File: src/design/apjq_pkg.sv
// Package for the array priority job queue.
// Holds the item types, status codes, controller state and the command/status
// structs shared by the controller, datapath and top level.
package apjq_pkg;

    // Default number of queue entries
    localparam int QUEUE_DEPTH_DEF = 8;

    // Operation codes
    localparam logic OP_INSERT = 1'b0;
    localparam logic OP_REMOVE = 1'b1;

    // Result status codes
    localparam logic [1:0] ST_OK        = 2'd0;
    localparam logic [1:0] ST_OVERFLOW  = 2'd1;
    localparam logic [1:0] ST_UNDERFLOW = 2'd2;

    // Input item
    typedef struct packed {
        logic        op;
        logic [15:0] job_id;
        logic [7:0]  priority_req;
        logic [15:0] burst_time;
    } job_in_t;

    // Result item
    typedef struct packed {
        logic [1:0]  status;
        logic [15:0] served_id;
        logic [7:0]  served_priority;
        logic [15:0] served_burst;
        logic [3:0]  occupancy;
    } job_out_t;

    // One stored job
    typedef struct packed {
        logic [15:0] id;
        logic [7:0]  prio;
        logic [15:0] burst;
    } job_entry_t;

    localparam int ENTRY_W = $bits(job_entry_t);

    // Controller states
    typedef enum logic [1:0] {
        S_IDLE,
        S_SCAN,
        S_SHIFT,
        S_DONE
    } state_t;

    // Controller to datapath commands
    typedef struct packed {
        logic accept;
        logic scan_step;
        logic shift_step;
        logic load_out;
    } dp_cmd_t;

    // Datapath to controller status
    typedef struct packed {
        logic in_remove;
        logic full;
        logic empty;
        logic scan_last;
        logic no_shift;
        logic shift_last;
    } dp_stat_t;

endpackage

File: src/design/apjq_ram.sv
// Generic single-write, single-read RAM with registered read data.
// Used as the job store of the priority queue; no package dependency.
module apjq_ram #(
    parameter int WIDTH = 40,
    parameter int DEPTH = 8
) (
    input  logic                     aclk,
    input  logic                     we,
    input  logic [$clog2(DEPTH)-1:0] waddr,
    input  logic [WIDTH-1:0]         wdata,
    input  logic [$clog2(DEPTH)-1:0] raddr,
    output logic [WIDTH-1:0]         rdata
);

    logic [WIDTH-1:0] mem [DEPTH];
    logic [WIDTH-1:0] rdata_reg;

    // Write port and registered read port
    always_ff @(posedge aclk) begin
        if (we) begin
            mem[waddr] <= wdata;
        end
        rdata_reg <= mem[raddr];
    end

    assign rdata = rdata_reg;

endmodule

File: src/design/apjq_dp.sv
// Datapath of the priority job queue: job count, scan and shift indexes,
// best-entry tracking, job store RAM and the result register.
// Depends on apjq_pkg and apjq_ram.
module apjq_dp #(
    parameter int QUEUE_DEPTH = apjq_pkg::QUEUE_DEPTH_DEF
) (
    input  logic               aclk,
    input  logic               aresetn,
    input  apjq_pkg::job_in_t  s_data,
    input  apjq_pkg::dp_cmd_t  cmd,
    output apjq_pkg::dp_stat_t stat,
    output apjq_pkg::job_out_t m_data
);

    import apjq_pkg::*;

    localparam int IDX_W = $clog2(QUEUE_DEPTH);
    localparam int CNT_W = $clog2(QUEUE_DEPTH + 1);
    localparam int EXT_W = IDX_W + 1;

    logic [CNT_W-1:0] count_reg,    count_next;
    logic [IDX_W-1:0] scan_idx_reg, scan_idx_next;
    logic [IDX_W-1:0] best_idx_reg, best_idx_next;
    logic [IDX_W-1:0] wr_idx_reg,   wr_idx_next;
    job_entry_t       best_reg,     best_next;
    job_entry_t       served_reg,   served_next;
    logic [1:0]       status_reg,   status_next;
    job_out_t         out_reg,      out_next;

    logic             ram_we;
    logic [IDX_W-1:0] ram_waddr;
    job_entry_t       ram_wdata;
    logic [IDX_W-1:0] ram_raddr;
    job_entry_t       ram_rdata;
    logic [ENTRY_W-1:0] ram_rdata_raw;

    job_entry_t       cand_entry;
    logic [IDX_W-1:0] cand_idx;
    logic [EXT_W-1:0] count_ext;
    logic [EXT_W-1:0] scan_inc;
    logic [EXT_W-1:0] cand_inc;
    logic [EXT_W-1:0] wr_inc;
    logic [EXT_W-1:0] wr_inc2;
    logic             insert_ok;

    assign ram_rdata = job_entry_t'(ram_rdata_raw);

    // Index arithmetic one bit wider than the address
    assign count_ext = EXT_W'(count_reg);
    assign scan_inc  = {1'b0, scan_idx_reg} + EXT_W'(1);
    assign cand_inc  = {1'b0, cand_idx} + EXT_W'(1);
    assign wr_inc    = {1'b0, wr_idx_reg} + EXT_W'(1);
    assign wr_inc2   = {1'b0, wr_idx_reg} + EXT_W'(2);

    // Keep the first entry with the strictly largest priority
    always_comb begin
        if (scan_idx_reg == '0 || ram_rdata.prio > best_reg.prio) begin
            cand_entry = ram_rdata;
            cand_idx   = scan_idx_reg;
        end else begin
            cand_entry = best_reg;
            cand_idx   = best_idx_reg;
        end
    end

    // Status toward the controller
    assign stat.in_remove  = (s_data.op == OP_REMOVE);
    assign stat.full       = (count_ext >= EXT_W'(QUEUE_DEPTH));
    assign stat.empty      = (count_reg == '0);
    assign stat.scan_last  = (scan_inc == count_ext);
    assign stat.no_shift   = (cand_inc == count_ext);
    assign stat.shift_last = (wr_inc == count_ext);

    assign insert_ok = cmd.accept && (s_data.op == OP_INSERT) && !stat.full;

    // Store write: append on insert, move one entry down on shift
    always_comb begin
        ram_we    = 1'b0;
        ram_waddr = count_reg[IDX_W-1:0];
        ram_wdata.id    = s_data.job_id;
        ram_wdata.prio  = s_data.priority_req;
        ram_wdata.burst = s_data.burst_time;
        if (insert_ok) begin
            ram_we = 1'b1;
        end else if (cmd.shift_step) begin
            ram_we    = 1'b1;
            ram_waddr = wr_idx_reg;
            ram_wdata = ram_rdata;
        end
    end

    // Store read address: next scan entry, or the entry after the write slot
    always_comb begin
        ram_raddr = '0;
        if (cmd.scan_step) begin
            ram_raddr = stat.scan_last ? cand_inc[IDX_W-1:0] : scan_inc[IDX_W-1:0];
        end else if (cmd.shift_step) begin
            ram_raddr = wr_inc2[IDX_W-1:0];
        end
    end

    // Next-state logic for the datapath registers
    always_comb begin
        count_next    = count_reg;
        scan_idx_next = scan_idx_reg;
        best_idx_next = best_idx_reg;
        wr_idx_next   = wr_idx_reg;
        best_next     = best_reg;
        served_next   = served_reg;
        status_next   = status_reg;
        out_next      = out_reg;

        if (cmd.accept) begin
            scan_idx_next = '0;
            served_next   = '0;
            if (s_data.op == OP_INSERT) begin
                status_next = stat.full ? ST_OVERFLOW : ST_OK;
                if (!stat.full) begin
                    count_next = count_reg + CNT_W'(1);
                end
            end else begin
                status_next = stat.empty ? ST_UNDERFLOW : ST_OK;
            end
        end

        if (cmd.scan_step) begin
            scan_idx_next = scan_inc[IDX_W-1:0];
            best_next     = cand_entry;
            best_idx_next = cand_idx;
            if (stat.scan_last) begin
                served_next = cand_entry;
                wr_idx_next = cand_idx;
                count_next  = count_reg - CNT_W'(1);
            end
        end

        if (cmd.shift_step) begin
            wr_idx_next = wr_inc[IDX_W-1:0];
        end

        if (cmd.load_out) begin
            out_next.status          = status_reg;
            out_next.served_id       = served_reg.id;
            out_next.served_priority = served_reg.prio;
            out_next.served_burst    = served_reg.burst;
            out_next.occupancy       = 4'(count_reg);
        end
    end

    // Control state: job count
    always_ff @(posedge aclk) begin
        if (!aresetn) begin
            count_reg <= '0;
        end else begin
            count_reg <= count_next;
        end
    end

    // Payload registers
    always_ff @(posedge aclk) begin
        scan_idx_reg <= scan_idx_next;
        best_idx_reg <= best_idx_next;
        wr_idx_reg   <= wr_idx_next;
        best_reg     <= best_next;
        served_reg   <= served_next;
        status_reg   <= status_next;
        out_reg      <= out_next;
    end

    assign m_data = out_reg;

    apjq_ram #(
        .WIDTH (ENTRY_W),
        .DEPTH (QUEUE_DEPTH)
    ) u_store (
        .aclk  (aclk),
        .we    (ram_we),
        .waddr (ram_waddr),
        .wdata (ram_wdata),
        .raddr (ram_raddr),
        .rdata (ram_rdata_raw)
    );

    // Count never exceeds the queue depth
    a_count_bound: assert property (@(posedge aclk) disable iff (!aresetn)
        count_ext <= EXT_W'(QUEUE_DEPTH))
        else $error("job count above queue depth");

    // A scan only runs over a non-empty queue
    a_scan_nonempty: assert property (@(posedge aclk) disable iff (!aresetn)
        cmd.scan_step |-> count_reg != '0)
        else $error("scan step with empty queue");

    // An overflowing insert leaves the count unchanged
    a_overflow_hold: assert property (@(posedge aclk) disable iff (!aresetn)
        (cmd.accept && s_data.op == OP_INSERT && stat.full) |=> $stable(count_reg))
        else $error("count changed on overflow");

endmodule

File: src/design/apjq_ctrl.sv
// Controller state machine of the priority job queue: accepts items, steps
// the scan and shift, and hands results to the output register.
// Depends on apjq_pkg.
module apjq_ctrl (
    input  logic               aclk,
    input  logic               aresetn,
    input  logic               s_valid,
    output logic               s_ready,
    output logic               m_valid,
    input  logic               m_ready,
    input  apjq_pkg::dp_stat_t stat,
    output apjq_pkg::dp_cmd_t  cmd
);

    import apjq_pkg::*;

    state_t state_reg, state_next;
    logic   m_valid_reg, m_valid_next;

    // Next state and commands
    always_comb begin
        state_next = state_reg;
        cmd        = '0;
        s_ready    = 1'b0;
        case (state_reg)
            S_IDLE: begin
                s_ready = 1'b1;
                if (s_valid) begin
                    cmd.accept = 1'b1;
                    if (stat.in_remove && !stat.empty) begin
                        state_next = S_SCAN;
                    end else begin
                        state_next = S_DONE;
                    end
                end
            end
            S_SCAN: begin
                cmd.scan_step = 1'b1;
                if (stat.scan_last) begin
                    state_next = stat.no_shift ? S_DONE : S_SHIFT;
                end
            end
            S_SHIFT: begin
                cmd.shift_step = 1'b1;
                if (stat.shift_last) begin
                    state_next = S_DONE;
                end
            end
            S_DONE: begin
                if (!m_valid_reg || m_ready) begin
                    cmd.load_out = 1'b1;
                    state_next   = S_IDLE;
                end
            end
            default: begin
                state_next = S_IDLE;
            end
        endcase
    end

    // Hold the result valid until taken
    always_comb begin
        m_valid_next = m_valid_reg;
        if (cmd.load_out) begin
            m_valid_next = 1'b1;
        end else if (m_ready) begin
            m_valid_next = 1'b0;
        end
    end

    always_ff @(posedge aclk) begin
        if (!aresetn) begin
            state_reg   <= S_IDLE;
            m_valid_reg <= 1'b0;
        end else begin
            state_reg   <= state_next;
            m_valid_reg <= m_valid_next;
        end
    end

    assign m_valid = m_valid_reg;

    // Loading a result returns to idle with the result valid
    a_load_idle: assert property (@(posedge aclk) disable iff (!aresetn)
        cmd.load_out |=> (state_reg == S_IDLE && m_valid_reg))
        else $error("result load did not return to idle");

    // A failed or insert item goes straight to result delivery
    a_short_path: assert property (@(posedge aclk) disable iff (!aresetn)
        (cmd.accept && !(stat.in_remove && !stat.empty)) |=> state_reg == S_DONE)
        else $error("short item did not go to result delivery");

    // Never load a result over one that is still waiting
    a_no_overwrite: assert property (@(posedge aclk) disable iff (!aresetn)
        (cmd.load_out && m_valid_reg) |-> m_ready)
        else $error("result overwritten before taken");

endmodule

File: src/design/array_priority_job_queue.sv
// Top level of the array priority job queue.
// Joins apjq_ctrl and apjq_dp; depends on apjq_pkg.
//
// Bounded priority queue of jobs held in a single-port-read RAM of QUEUE_DEPTH
// entries. An insert appends at the tail (status overflow when full) and goes
// from acceptance straight to result delivery. A remove scans the held entries
// one per cycle for the first job of highest priority, then moves each later
// entry down one place, one per cycle, and reports the served job (status
// underflow when empty). One item is worked at a time; a finished result waits
// in an output register while the next item is accepted. Every result carries
// the occupancy after the operation (low 4 bits of the count). No clearing pass
// is needed after reset.
module array_priority_job_queue #(
    parameter int QUEUE_DEPTH = apjq_pkg::QUEUE_DEPTH_DEF
) (
    input  logic               aclk,
    input  logic               aresetn,
    input  logic               s_valid,
    output logic               s_ready,
    input  apjq_pkg::job_in_t  s_data,
    output logic               m_valid,
    input  logic               m_ready,
    output apjq_pkg::job_out_t m_data
);

    import apjq_pkg::*;

    dp_cmd_t  cmd;
    dp_stat_t stat;

    apjq_ctrl u_ctrl (
        .aclk    (aclk),
        .aresetn (aresetn),
        .s_valid (s_valid),
        .s_ready (s_ready),
        .m_valid (m_valid),
        .m_ready (m_ready),
        .stat    (stat),
        .cmd     (cmd)
    );

    apjq_dp #(
        .QUEUE_DEPTH (QUEUE_DEPTH)
    ) u_dp (
        .aclk    (aclk),
        .aresetn (aresetn),
        .s_data  (s_data),
        .cmd     (cmd),
        .stat    (stat),
        .m_data  (m_data)
    );

endmodule
File: config.mk
export PLATFORM = sky130hd
export DESIGN_NAME = array_priority_job_queue
export DESIGN_NICKNAME = d
export VERILOG_FILES = /design/src/design/apjq_pkg.sv /design/src/design/apjq_ram.sv /design/src/design/apjq_dp.sv /design/src/design/apjq_ctrl.sv /design/src/design/array_priority_job_queue.sv
export SDC_FILE = /design/constraint.sdc
export NUM_CORES = 1
export LEC_CHECK = 0
export BUFFER_PORTS_ARGS = -buffer_cell sky130_fd_sc_hd__buf_4
export CORE_ASPECT_RATIO = 0.9
export CORE_MARGIN = 3
export CORE_UTILIZATION = 50
export DETAILED_ROUTE_END_ITERATION = 10
export GPL_ROUTABILITY_DRIVEN = 0
export PLACE_DENSITY = 0.67
export SLEW_MARGIN = 20
export SYNTH_ARGS = -nofsm -noshare
export SYNTH_HDL_FRONTEND = slang
export SYNTH_SLANG_ARGS = --single-unit
File: constraint.sdc
create_clock -name aclk -period 5.89 [get_ports aclk]
set_clock_uncertainty 0.15 [all_clocks]
set_input_delay 0.2945 -clock aclk [delete_from_list [all_inputs] [get_ports aclk]]
set_output_delay 0.2945 -clock aclk [all_outputs]
set_load 0.01 [all_outputs]
Yosys cells after proc, flatten, opt, wreduce, memory -nomap -nowiden
Memory sizes are Yosys's and may differ from the RTL's. A register that Yosys moved wholly into a read port is not among the register bits.
Cells that the tools add are included.
{ "totals": {"ff_bits": 144, "ram_bits": 320, "inputBits": 45, "elab_cells": 100, "memories": 1} }
{ "classes": {"n_addsub": 6, "magnitude_cmp": 2, "n_eq_ne": 10, "muxes": 45, "bitwise": 1, "n_reduce_logical": 17} }
{ "mem_list": {"columns": ["name", "depth", "width", "read_ports", "rd_ports_with_merged_regs", "write_ports", "line", "text"], "rows": [
  ["u_dp.u_store.mem", 8, 40, 1, 1, 1, "apjq_ram.sv:15", "logic [WIDTH-1:0] mem [DEPTH];"]
]} }
{ "op_table": {"columns": ["op", "count"], "rows": [
  ["2-to-1 mux 40 bit", 6],
  ["2-to-1 mux 3 bit", 11],
  ["2-to-1 mux 4 bit", 5],
  ["2-to-1 mux 1 bit", 15],
  ["2-to-1 mux 2 bit", 7],
  ["adder 3 x 1 -> 4 bit (second input constant)", 3],
  ["equality test 4 bit", 3],
  ["> comparator 8 bit", 1],
  ["case mux 2 bit (4 select lines)", 1],
  ["nonzero test 2 bit", 4],
  ["adder 4 x 1 -> 4 bit (second input constant)", 1],
  ["equality test 2 bit (second input constant)", 2],
  ["greater-or-equal comparator 4 bit (second input constant)", 1],
  ["logical NOT 4 bit", 1],
  ["!= test 2 x 1 -> 1 bit (second input constant)", 2],
  ["!= test 2 bit (second input constant)", 2],
  ["AND reduction 4 bit", 1],
  ["subtractor 4 x 1 -> 4 bit (second input constant)", 1],
  ["adder 3 x 2 -> 3 bit (second input constant)", 1],
  ["logical AND 1 bit", 3],
  ["logical NOT 1 bit", 3],
  ["logical NOT 3 bit", 1],
  ["equality test 2 x 1 -> 1 bit (second input constant)", 1],
  ["logical NOT 2 bit", 1],
  ["other kinds (3)", 4]
]} }

Longest topological paths before layout
Gate-level depths: netlist of run 1.
{ "logic_depth": {"depth_word": 8, "ltp_mapped": 21} }

By module
Synthesis of run 1 repeated with hierarchy kept, for this count alone.
{ "hier_totals": {"cells_unflattened": 1003, "area_unflattened_um2": 19905.3} }
{ "by_module_without_submodules": {"columns": ["mod", "instances", "cells_per_inst", "area_per_inst_um2", "seq_area_each_um2"], "rows": [
  ["apjq_ram", 1, 515, 13171.4, 10410.0],
  ["apjq_dp", 1, 459, 6429.9, 3793.6],
  ["apjq_ctrl", 1, 29, 304.0, 60.1]
]} }

Least setup slack after synthesis of run 1
OpenSTA, ideal clock, no wires.
{ "synth_path": {"path_type": "register to register", "start": "register u_ctrl.state_reg[0]", "end": "memory u_dp.u_store.mem[4][0], enable pin", "setup_time_ns": 0.438, "t_arrival_ns": 3.692, "t_required_ns": 5.302, "slack_ns": 1.611, "path_stages_with_launch": 9, "synth_period_minus_slack_ns": 4.279, "path_cell_list": "dfxtp_1 > inv_1 > ha_1 > nand2_1 > or3_1 > nand2_1 > clkbuf_1 > mux2i_1 > nor2_1"} }
{ "synth_via": {"elab_chain_cells": 7, "word_cells_on_any_way": 12} }
{ "synth_rtl": {"columns": ["element", "line", "text"], "rows": [
  ["start: declaration", "apjq_ctrl.sv:17", "state_t state_reg, state_next;"],
  ["start signal: assignment", "apjq_ctrl.sv:76", "state_reg <= state_next;"],
  ["logical NOT 2 bit", "apjq_ctrl.sv:25", "case (state_reg)"],
  ["2-to-1 mux 1 bit", "apjq_ctrl.sv:25", null],
  ["logical AND 1 bit (2 in a row)", "apjq_dp.sv:74", "assign insert_ok = cmd.accept && (s_data.op == OP_INSERT) && !stat.full;"],
  ["2-to-1 mux 1 bit", "apjq_dp.sv:83", "if (insert_ok) begin"],
  ["2-to-1 mux 1 bit", "apjq_ram.sv:20", "if (we) begin"],
  ["2-to-1 mux 1 bit (not written as such)", "apjq_ram.sv:21", "mem[waddr] <= wdata;"],
  ["end: declaration", "apjq_ram.sv:15", null]
]} }
Parallel ways exist; a longest one is shown, timed or not.

Final worst setup path of run 1
{ "layout_path": {"start": "register u_dp.best_reg[23] (netlist bit)", "end": "register u_dp.u_store.rdata_reg[10] (netlist: u_dp.u_store.rdata[10]), read port of u_dp.u_store.mem"} }
{ "layout_via": {"elab_chain_cells": 6} }
{ "layout_rtl": {"columns": ["element", "line", "text"], "rows": [
  ["start: declaration", "apjq_dp.sv:25", "job_entry_t best_reg, best_next;"],
  ["start signal: assignment", "apjq_dp.sv:164", "best_reg <= best_next;"],
  ["> comparator 8 bit", "apjq_dp.sv:57", "if (scan_idx_reg == '0 || ram_rdata.prio > best_reg.prio) begin"],
  ["logical OR 1 bit", "apjq_dp.sv:57", null],
  ["2-to-1 mux 3 bit", "apjq_dp.sv:57", null],
  ["adder 3 x 1 -> 4 bit", "apjq_dp.sv:51", "assign cand_inc = {1'b0, cand_idx} + EXT_W'(1);"],
  ["2-to-1 mux 3 bit", "apjq_dp.sv:96", "ram_raddr = stat.scan_last ? cand_inc[IDX_W-1:0] : scan_inc[IDX_W-1:0];"],
  ["2-to-1 mux 3 bit", "apjq_dp.sv:95", "if (cmd.scan_step) begin"],
  ["end: declaration", "apjq_ram.sv:16", "logic [WIDTH-1:0] rdata_reg;"]
]} }
No other way between the ends.
A chain may end at the register's enable or synchronous reset.

==> metrics.log, run 1 <==
[metrics] vias per cell: 5.40
[metrics] setup violation total in the final timing report: 0
[metrics] slew of the pin with the lowest slew margin: 0.932 ns
[metrics] GR Util All Layers: around a fifth
[metrics] number of antenna violations at the first check in global routing: 1
[metrics] total inserted antenna cells: 0
[metrics] arithmetic-cell share of the synthesized area counting full adders, half adders and majority gates: about 1.2%
[metrics] vertical die dimension: roughly 200 um
[metrics] level count of the clock H-tree: 2
[metrics] multi-input gate area in the final layout: 5540 um^2
[metrics] kind of path behind the tightest hold check: input pin to register
[metrics] count of nets left with antenna violations after detail routing: 0
[metrics] Floorplan Core Area: 39600 um^2
[metrics] shortest period the worst path allows: 4.76 ns
[metrics] Synthesized Nets: 1283
[metrics] area share of and/or/nand/nor cells after synthesis: 3.33%
[metrics] Max Clock Freq: 0.210 GHz
[metrics] number of buffers added by the clock tree synthesis step: 49
[metrics] half-perimeter wire length of the detailed placement result: 23000 um
[metrics] global-route wire length before repair: between 60000 and 70000 um
[metrics] clk buf depth: 3
[metrics] outcome: finished, final reports clean
[metrics] fraction of layout instances using a drive strength above 1: 21.4%
[metrics] Final period util: approximately four fifths
[metrics] number of synthesized flops with an enable pin: ~420
[metrics] total DRC errors in the routed layout: 0
[metrics] number of different library cells in the post-synthesis netlist: 52
[metrics] setup repair after global routing missed its margin: no
[metrics] share of async-settable or async-resettable flops after synthesis: 0%
[metrics] mux share of post-synthesis cell area: 19.0%
[metrics] static leakage: 0.00816 uW
[metrics] number of sinks on the clock net: 504
[metrics] worst hold slack across all endpoints: 0.0254 ns
[metrics] Resize count post-CTS: 0
[metrics] FF+latch area: between 10000 and 15000 um^2
[metrics] count of TritonRoute iterations in the first routing pass: 5
[metrics] number of DRC markers in iteration 0: 733
[metrics] synthesized-area fraction occupied by ao, oa, aoi and oai cells: 2.99%
[metrics] leading cell type in the layout, fill and taps excluded: edfxtp_1
[metrics] Synth Area per Inst: 16.5 um^2
[metrics] start point of the worst min-delay path: s_data[24]
[metrics] number of rows in the core area: 69
[metrics] net count of the finished layout: 1423
[metrics] total congestion overflow: 0
[metrics] Worst VDD drop: 0.387 mV
[metrics] critical path start-end classification: register to register
[metrics] post-synthesis sequential area ratio: 70.9%
[metrics] kind of start point of the critical path: register
[metrics] synthesized-area fraction occupied by xor and xnor cells: 0.523%
[metrics] Worst Setup End Kind: register
[metrics] Worst-path clk slew: 0.06 ns
[metrics] launch point of the critical path: u_dp.best_reg[23]$_DFFE_PP_
[metrics] worst slew margin relative to its limit: 37.2%
[metrics] flip-flop count of the largest register, all copies and words added: 320
[metrics] number of inserted filler cells in the final layout: ~3.0k
[metrics] via count of the first global-routing pass: around 11k
[metrics] PwrDens: around 540 nW/um^2
[metrics] main combinational cell family by area after synthesis: multiplexers
[metrics] Final Hold Fails: 0
[metrics] final wirelength: 40800 um
[metrics] register with the most flip-flops: u_dp.u_store.mem
[metrics] worst-skew pair later-pin latency: 0.56 ns
[metrics] Fin Setup TNS: 0 ns
[metrics] Synth Register Bits: 504
[metrics] Via Count: 10.4k
[metrics] post-synthesis instance total: 1219
[metrics] most frequent cells in the layout: edfxtp_1 (417), mux2i_1 (244), buf_4 (114)
[metrics] Most used DFF post-synth: edfxtp_1
[metrics] count of port buffers added during placement: 92
[metrics] cell chosen for the clock root: clkbuf_16
[metrics] worst-path maximum fanout: 14
[metrics] post-synth design cell area: 20100 um^2
[metrics] P&R area growth vs syn: 16.2%
[metrics] boundary pin count: 93
[metrics] starting utilization of the core area: between 50% and 60%
[metrics] clock tree from TritonCTS: yes
[metrics] start of the worst register-to-register path: u_dp.best_reg[23]$_DFFE_PP_
[metrics] data arrival at the endpoint of the critical path: 5.05 ns
[metrics] width of the die: 217 um
[metrics] maximum number of pins on one net before global-route repair: 73
[metrics] final routed wire length divided by cell count: 21.1 um
[metrics] number of maximum-capacitance constraint violations: 0
[metrics] data required time at the worst endpoint: 6.17 ns
[metrics] number of warning messages in the yosys log: 0
[metrics] final count of pins violating max slew: 0
[metrics] floorplan die area: 42700 um^2
## Yosys cell counts (10+ instances only)
cell      number  share of area (%)
nand2_1       78                1.5
mux2_1        40                2.2
a21o_1        10               0.37
dfxtp_1       87                8.7
and3_1        10               0.31
ha_1          19                1.2
mux2i_1      244                 12
mux2_2        82                4.6
clkbuf_1      22               0.41
nor2_1        20               0.37
o21ai_0       39               0.97
buf_2         23               0.57
inv_1         21               0.39
edfxtp_1     417                 62
## cells by family (layout without fill, tap and decap cells)
kind of cell / after synthesis / count (layout)
flip-flops: 504 / 504
multiplexers: 366 / 366
adder cells (fa/ha/maj): 19 / 19
XOR/XNOR: 12 / 12
AO/OA/AOI/OAI: 91 / 91
AND/OR/NAND/NOR: 147 / 147
buffers and inverters: 80 / 261
## worst max-delay path, cell delays in order (launching register included)
cell	delay, ns
edfxtp_1	0.34
inv_1	0.05
ha_1	0.30
nand4_1	0.18
nor2_1	0.22
a21oi_1	0.13
nor3_2	0.46
mux2_2	0.42
ha_1	0.33
nand2_1	0.06
o211a_1	0.20
a31oi_1	0.17
a21boi_4	0.60
buf_4	0.38
mux2i_1	0.23
mux2i_1	0.09
mux2_1	0.31
## area by class of cell
| class | count | share of cell area (%) |
|---|---|---|
| clock buffer | 76 | 6.20 |
| clock inverter | 16 | 0.503 |
| inverter | 22 | 0.353 |
| multi-input combinational | 635 | 23.7 |
| sequential | 504 | 61.0 |
| tap | 532 | 2.85 |
| timing repair buffer | 147 | 5.37 |
## what timing repair did
action	4_1_cts	5_1_grt
hold buffers	26	0
buffers inserted	0	0
hold endpoints to repair	187	0
## power breakdown
group	switching [uW]	internal [uW]	leakage, uW
Sequential	329	4990	0.00452
Clock	1260	1740	0.000765
Combinational	2440	1920	0.00288
## layer usage
layer | vias to the layer above | track usage [%] | share of wire [%]
met1 | 5237 | 28.0 | 47
met3 | 51 | 2.79 | 4.0
li1 | 4911 | - | -
met4 | 0 | 4.93 | 1.9
met2 | 230 | 31.0 | 47
met5 | - | 0 | 0
## per-stage QoR
step / power [uW] / std cells / area [um^2] / utilization, % / setup slack [ns]
after floorplan: 8530 / 1219 / 20100 / - / 1.61
after global placement: 9660 / 1814 / 21500 / 54.4 / 1.26
after detailed placement: 9760 / 1814 / 21500 / 54.4 / 1.15
after CTS: 12800 / 1932 / 23400 / 59.0 / 1.09
after global routing: 13400 / 1932 / 23400 / 59.0 / 0.749
final: 12700 / 1932 / 23400 / 59.0 / 1.13
## worst paths after layout
path,end,slack (ns),cells past startpoint
worst min register to register,u_dp.m_data[20]$_DFFE_PP_,0.27,0
worst max-delay path,u_dp.u_store.rdata[10]$_DFF_P_,1.13,16
worst min-delay path,u_dp.u_store.mem[4][24]$_DFFE_PP_,0.03,2
worst max register to register,u_dp.u_store.rdata[10]$_DFF_P_,1.13,16
No activity file was read; power rests on OpenSTA's default activity.
==> inputs of run 2 (changes only) <==
==> constraint.sdc (replaced) <==
create_clock -name aclk -period 4.82 [get_ports aclk]
set_clock_uncertainty 0.15 [all_clocks]
set_input_delay 0.241 -clock aclk [delete_from_list [all_inputs] [get_ports aclk]]
set_output_delay 0.241 -clock aclk [all_outputs]
set_load 0.01 [all_outputs]
==> metrics.log, run 2 (synthesized netlist as in run 1, its figures left out) <==
[metrics] list of cells traversed by the critical path: inv_1 > ha_1 > nand4_1 > nor2_1 > a21oi_1 > nor3_4 > mux2_2 > ha_1 > nand2_1 > o211a_1 > a31oi_1 > a21boi_4 > buf_12 > mux2i_1 > mux2i_1 > mux2_1
[metrics] worst slew margin relative to its limit: 34.4% (-2.8 points)
[metrics] total inserted antenna cells: 0 (unchanged)
[metrics] worst-skew pair later-pin latency: 0.58 ns (+0.02 ns)
[metrics] FF+latch area: 14300 um^2 (unchanged)
[metrics] shortest period the worst path allows: 4.48 ns (-0.288 ns)
[metrics] leading cell type in the layout, fill and taps excluded: edfxtp_1
[metrics] static leakage: 0.00831 uW (+1.8%)
[metrics] Floorplan Core Area: 39600 um^2 (unchanged)
[metrics] Final Hold Fails: 0 (unchanged)
[metrics] number of inserted filler cells in the final layout: 2917 (-1.6%)
[metrics] final routed wire length divided by cell count: 21.2 um (+0.24%)
[metrics] setup repair after global routing missed its margin: no
[metrics] sw frac: 31.4% (-0.36 points)
[metrics] number of antenna violations at the first check in global routing: 0 (-1)
[metrics] boundary pin count: 93 (unchanged)
[metrics] Post-CTS Setup Bufs: 0 (unchanged)
[metrics] count of nets left with antenna violations after detail routing: 0 (unchanged)
[metrics] met3 WL post-DR: 1790 um (+9.4%)
[metrics] Fin Setup TNS: 0 ns (unchanged)
[metrics] highest layer used for signal routing: met4
[metrics] maximum number of pins on one net before global-route repair: 77 (+5.5%)
[metrics] Metal-1 WL: 18700 um (-3.5%)
[metrics] outcome: finished, final reports clean
[metrics] clk buf depth: 3 (unchanged)
[metrics] cell chosen for the clock root: clkbuf_16
[metrics] final count of pins violating max slew: 0 (unchanged)
[metrics] kind of start point of the critical path: register
[metrics] width of the die: 217 um (unchanged)
[metrics] final wirelength: 41300 um (+1.2%)
[metrics] count of buffer and inverter cells on the critical path: 2 (unchanged)
[metrics] level count of the clock H-tree: 2 (unchanged)
[metrics] Max stage delay on crit path: 0.44 ns (-0.16 ns)
[metrics] slew of the pin with the lowest slew margin: 0.976 ns (+0.0439 ns)
[metrics] number of sinks on the clock net: 504 (unchanged)
[metrics] global-route wire length before repair: 63100 um (+0.55%)
[metrics] Worst Setup End Kind: register
[metrics] floorplan die area: 42700 um^2 (unchanged)
[metrics] cell family with the largest share of critical-path delay: multiplexers
[metrics] P&R area growth vs syn: 18.0%
[metrics] register with the most flip-flops: u_dp.u_store.mem
[metrics] power share of the combinational group: 33.8% (-0.6 points)
[metrics] Worst-path clk slew: 0.06 ns (about the same)
[metrics] setup violation total in the final timing report: 0 (unchanged)
[metrics] Worst VDD drop: 0.505 mV (+30%)
[metrics] number of rows in the core area: 69 (unchanged)
[metrics] GR Util All Layers: 19.4% (+0.13 points)
[metrics] data arrival at the endpoint of the critical path: 4.78 ns (-0.27 ns)
[metrics] total chip power: 15800 uW (+24%)
[metrics] Clock Power Share: 24.9% (+1.2 points)
[metrics] PwrDens: 665 nW/um^2 (+23%)
[metrics] number of maximum-capacitance constraint violations: 0 (unchanged)
[metrics] reg2reg setup slack: 0.34 ns (-0.78 ns)
[metrics] flip-flop count of the largest register, all copies and words added: 320 (unchanged)
[metrics] Max Clock Freq: 0.223 GHz (+6.4%)
[metrics] kind of path behind the tightest hold check: input pin to register
[metrics] clock tree from TritonCTS: yes
[metrics] Net Switching: 4960 uW (+23%)
[metrics] number of buffers added by the clock tree synthesis step: 50 (+2.0%)
[metrics] Final period util: 92.9% (+12 points)
[metrics] starting utilization of the core area: 50.7% (unchanged)
[metrics] total DRC errors in the routed layout: 0 (unchanged)
[metrics] sequential fraction of design power: 41.2% (-0.7 points)
[metrics] via count of the first global-routing pass: 10.7k (+1.1%)
[metrics] met2 WL: 20100 um (+6.0%)
[metrics] data required time at the worst endpoint: 5.12 ns (-1.05 ns)
[metrics] number of DRC markers in iteration 0: 684 (-6.7%)
[metrics] total congestion overflow: 0 (unchanged)
[metrics] Pint: 10800 uW (+25%)
[metrics] multi-input gate area in the final layout: 5540 um^2 (+0.11%)
[metrics] count of port buffers added during placement: 92 (unchanged)
[metrics] critical-path cell with the highest stage delay: buf_12
[metrics] half-perimeter wire length of the detailed placement result: 23300 um (+1.1%)
[metrics] net count of the finished layout: 1440 (+1.2%)
[metrics] count of TritonRoute iterations in the first routing pass: 7 (+2)
[metrics] vias per cell: 5.40 (about the same)
[metrics] fraction of layout instances using a drive strength above 1: 21.2% (-0.13 points)
[metrics] vertical die dimension: 196 um (unchanged)
[metrics] Via Count: 10.5k (+0.96%)
[metrics] worst-path maximum fanout: 76 (+62)
[metrics] critical path start-end classification: register to register
[metrics] most frequent cells in the layout: edfxtp_1 (417), mux2i_1 (244), buf_4 (109)
==> run 2: changes by cell type in the layout (fill, tap and decap cells not counted), moves of 2 or more <==
cell	previous run	this run
clkbuf_1	17	13
clkinv_4	2	0
buf_4	114	109
bufinv_16	1	5
clkbuf_16	51	53
clkbuf_8	8	6
buf_12	7	12
dlygate4sd3_1	26	42
clkinv_1	3	7
==> run 2: power groups by stage <==
stage	sequential, uW	combinational (uW)	clock (uW)
after global routing	6590	5810	4200
after detailed placement	6580	5340	0
after floorplan	6450	3980	0
final	6500	5340	3930
after CTS	6500	5400	4020
after global placement	6560	5210	0
==> run 2: area by class of cell <==
type	instances	area share (%)
repair buffers	163	6.23
well taps	532	2.81
inverters	22	0.348
multi-input cells	635	23.4
clock buffers	72	6.14
flip-flops and latches	504	60.1
clock inverters	22	0.981
==> run 2: what timing repair did <==
item / 4_1_cts / 5_1_grt
hold buffers: 42 / 0
setup endpoints to repair: 0 / 15
gates resized for setup: 0 / 1
hold endpoints to repair: 321 / 0
==> run 2: per-stage QoR <==
step                      util (%)  instances  instance area [um^2]  hold WS (ns)  setup WS (ns)
after floorplan                  -       1219                 20100         0.208          0.541
after global placement        54.5       1813                 21600         0.255          0.323
final                         59.9       1950                 23700         0.113          0.344
after detailed placement      54.5       1814                 21600         0.259          0.266
after global routing          59.9       1950                 23700         0.164         0.0214
after CTS                     59.8       1950                 23700        0.0801          0.226
==> run 2: layer usage <==
metal,vias to the layer above,GRT usage (%)
li1,4936,-
met1,5321,26.9
met2,223,32.7
met3,49,3.30
met4,0,4.08
met5,-,0
==> run 2: worst reg2reg max path, cell delays in order, from the launching register on <==
cell and delay (ns):
edfxtp_1 0.33, inv_1 0.05, ha_1 0.31, nand4_1 0.19, nor2_1 0.21, a21oi_1 0.14
nor3_4 0.35, mux2_2 0.41, ha_1 0.33, nand2_1 0.07, o211a_1 0.20, a31oi_1 0.17
a21boi_4 0.23, buf_12 0.44, mux2i_1 0.34, mux2i_1 0.10, mux2_1 0.33
==> run 2: final timing paths <==
path | from | to | cells after the start
setup reg to reg | u_dp.best_reg[23]$_DFFE_PP_ | u_dp.u_store.rdata[21]$_DFF_P_ | 16
hold reg to reg | u_dp.served_reg[37]$_DFF_P_ | u_dp.m_data[41]$_DFFE_PP_ | 0
setup / recovery | u_dp.best_reg[23]$_DFFE_PP_ | u_dp.u_store.rdata[21]$_DFF_P_ | 16
hold / removal | s_valid | u_dp.count_ext[1]$_SDFF_PN0_ | 5
==> inputs of run 3 (changes only) <==
--- a/config.mk
+++ b/config.mk
@@ -11,6 +11,7 @@
 export CORE_UTILIZATION = 50
 export DETAILED_ROUTE_END_ITERATION = 10
 export GPL_ROUTABILITY_DRIVEN = 0
+export MAX_ROUTING_LAYER = met4
 export PLACE_DENSITY = 0.67
 export SLEW_MARGIN = 20
 export SYNTH_ARGS = -nofsm -noshare
==> metrics.log, run 3 (synthesized netlist as in run 1, its figures left out) <==
[metrics] static leakage: 0.00831 uW (unchanged)
[metrics] final routed wire length divided by cell count: 21.2 um (+0.10%)
[metrics] Worst VDD drop: 0.503 mV (-0.24%)
[metrics] Worst Setup End Kind: register
[metrics] maximum number of pins on one net before global-route repair: 77 (unchanged)
[metrics] register with the most flip-flops: u_dp.u_store.mem
[metrics] PwrDens: 665 nW/um^2 (about the same)
[metrics] kind of start point of the critical path: register
[metrics] net count of the finished layout: 1440 (unchanged)
[metrics] floorplan die area: 42700 um^2 (unchanged)
[metrics] via count of the first global-routing pass: 10.7k (-0.084%)
[metrics] Max stage delay on crit path: 0.43 ns (about the same)
[metrics] Worst-path clk slew: 0.06 ns (about the same)
[metrics] count of nets left with antenna violations after detail routing: 0 (unchanged)
[metrics] width of the die: 217 um (unchanged)
[metrics] Via Count: 10.5k (-0.12%)
[metrics] leading cell type in the layout, fill and taps excluded: edfxtp_1
[metrics] final non-filler cell total: 1950 (unchanged)
[metrics] Final period util: 92.9% (about the same)
[metrics] FF+latch area: 14300 um^2 (unchanged)
[metrics] count of buffer and inverter cells on the critical path: 2 (unchanged)
[metrics] clk buf depth: 3 (unchanged)
[metrics] Fin Setup TNS: 0 ns (unchanged)
[metrics] cell chosen for the clock root: clkbuf_16
[metrics] final count of pins violating max slew: 0 (unchanged)
[metrics] number of inserted filler cells in the final layout: 2917 (unchanged)
[metrics] data arrival at the endpoint of the critical path: 4.78 ns (about the same)
[metrics] fraction of layout instances using a drive strength above 1: 21.2% (unchanged)
[metrics] Util after Layout: 59.9% (unchanged)
[metrics] total congestion overflow: 0 (unchanged)
[metrics] setup violation total in the final timing report: 0 (unchanged)
[metrics] number of rows in the core area: 69 (unchanged)
[metrics] outcome: finished, final reports clean
[metrics] vias per cell: 5.39 (-0.12%)
[metrics] GR Util All Layers: 20.0% (+0.59 points)
[metrics] worst-path maximum fanout: 76 (unchanged)
[metrics] critical path start-end classification: register to register
[metrics] most frequent cells in the layout: edfxtp_1 (417), mux2i_1 (244), buf_4 (109)
[metrics] list of cells traversed by the critical path: inv_1 > ha_1 > nand4_1 > nor2_1 > a21oi_1 > nor3_4 > mux2_2 > ha_1 > nand2_1 > o211a_1 > a31oi_1 > a21boi_4 > buf_12 > mux2i_1 > mux2i_1 > mux2_1
[metrics] slew of the pin with the lowest slew margin: 0.974 ns (-0.00220 ns)
[metrics] placed instance count: 1814 (unchanged)
[metrics] half-perimeter wire length of the detailed placement result: 23300 um (unchanged)
[metrics] vertical die dimension: 196 um (unchanged)
[metrics] number of buffers added by the clock tree synthesis step: 50 (unchanged)
[metrics] shortest period the worst path allows: 4.48 ns (-0.000373 ns)
[metrics] worst-skew pair later-pin latency: 0.58 ns (about the same)
[metrics] cell family with the largest share of critical-path delay: multiplexers
[metrics] level count of the clock H-tree: 2 (unchanged)
[metrics] global-route wire length before repair: 63100 um (about the same)
[metrics] Final Hold Fails: 0 (unchanged)
[metrics] boundary pin count: 93 (unchanged)
[metrics] multi-input gate area in the final layout: 5540 um^2 (unchanged)
[metrics] Floorplan Core Area: 39600 um^2 (unchanged)
[metrics] kind of path behind the tightest hold check: input pin to register
[metrics] starting utilization of the core area: 50.7% (unchanged)
[metrics] final wirelength: 41300 um (+0.10%)
[metrics] total inserted antenna cells: 0 (unchanged)
[metrics] number of sinks on the clock net: 504 (unchanged)
[metrics] clock tree from TritonCTS: yes
[metrics] P&R area growth vs syn: 18.0% (unchanged)
[metrics] number of antenna violations at the first check in global routing: 0 (unchanged)
[metrics] total DRC errors in the routed layout: 0 (unchanged)
[metrics] critical-path cell with the highest stage delay: buf_12
[metrics] Max Clock Freq: 0.223 GHz (about the same)
[metrics] flip-flop count of the largest register, all copies and words added: 320 (unchanged)
[metrics] number of maximum-capacitance constraint violations: 0 (unchanged)
[metrics] number of DRC markers in iteration 0: 664 (-2.9%)
[metrics] data required time at the worst endpoint: 5.12 ns (about the same)
[metrics] minimum setup slack after placement: 0.266 ns (unchanged)
[metrics] count of TritonRoute iterations in the first routing pass: 4 (-3)
[metrics] worst hold slack across all endpoints: 0.111 ns (-0.00143 ns)
[metrics] worst slew margin relative to its limit: 34.6% (+0.15 points)
[metrics] setup repair after global routing missed its margin: no
[metrics] Worst Setup Slack, final: 0.344 ns (+0.000373 ns)
[metrics] count of port buffers added during placement: 92 (unchanged)
## run 3: cell counts in the layout (fill, tap and decap cells not counted)
No cell type changed its count.
## run 3: worst register-to-register path: stages, from the launching register on
cell,delay [ns]
edfxtp_1,0.34
inv_1,0.05
ha_1,0.31
nand4_1,0.18
nor2_1,0.21
a21oi_1,0.14
nor3_4,0.35
mux2_2,0.41
ha_1,0.33
nand2_1,0.07
o211a_1,0.20
a31oi_1,0.17
a21boi_4,0.23
buf_12,0.43
mux2i_1,0.34
mux2i_1,0.09
mux2_1,0.34
## run 3: final timing paths
check	depth (start not counted)	end	slack, ns	startpoint
hold / removal	5	u_dp.count_ext[1]$_SDFF_PN0_	0.11	s_valid
hold reg to reg	0	u_dp.m_data[41]$_DFFE_PP_	0.27	u_dp.served_reg[37]$_DFF_P_
setup / recovery	16	u_dp.u_store.rdata[21]$_DFF_P_	0.34	u_dp.best_reg[23]$_DFFE_PP_
setup reg to reg	16	u_dp.u_store.rdata[21]$_DFF_P_	0.34	u_dp.best_reg[23]$_DFFE_PP_
## run 3: what timing repair did
item,CTS,global route
gates resized for setup,0,1
hold buffers,42,0
hold endpoints to repair,321,0
buffers inserted,0,0
setup endpoints to repair,0,15
## run 3: final cells by class
| cell class | instances | share of cell area [%] |
|---|---|---|
| clock buffers | 72 | 6.14 |
| clock inverters | 22 | 0.981 |
| inverters | 22 | 0.348 |
| multi-input cells | 635 | 23.4 |
| flip-flops and latches | 504 | 60.1 |
| well taps | 532 | 2.81 |
| repair buffers | 163 | 6.23 |
## run 3: metal layers
metal / vias to the layer above / track usage, % / part of all wire, %
met2: 220 / 32.7 / 49
met4: 0 / 4.08 / 1.5
met3: 50 / 3.22 / 4.0
met1: 5309 / 27.0 / 46
met5: - / - / 0
li1: 4937 / - / -
## run 3: power by group
group          leakage [uW]  total, uW  internal [uW]  switching, uW
sequential          0.00452       6500           6090            408
clock              0.000829       3930           2370           1570
combinational       0.00296       5330           2350           2980
## run 3: metrics by stage
stage                     instance area (um^2)  total power [uW]
final                                    23700             15800
after global placement                   21600             11800
after CTS                                23700             15900
after detailed placement                 21600             11900
after global routing                     23700             16600
after floorplan                          20100             10400
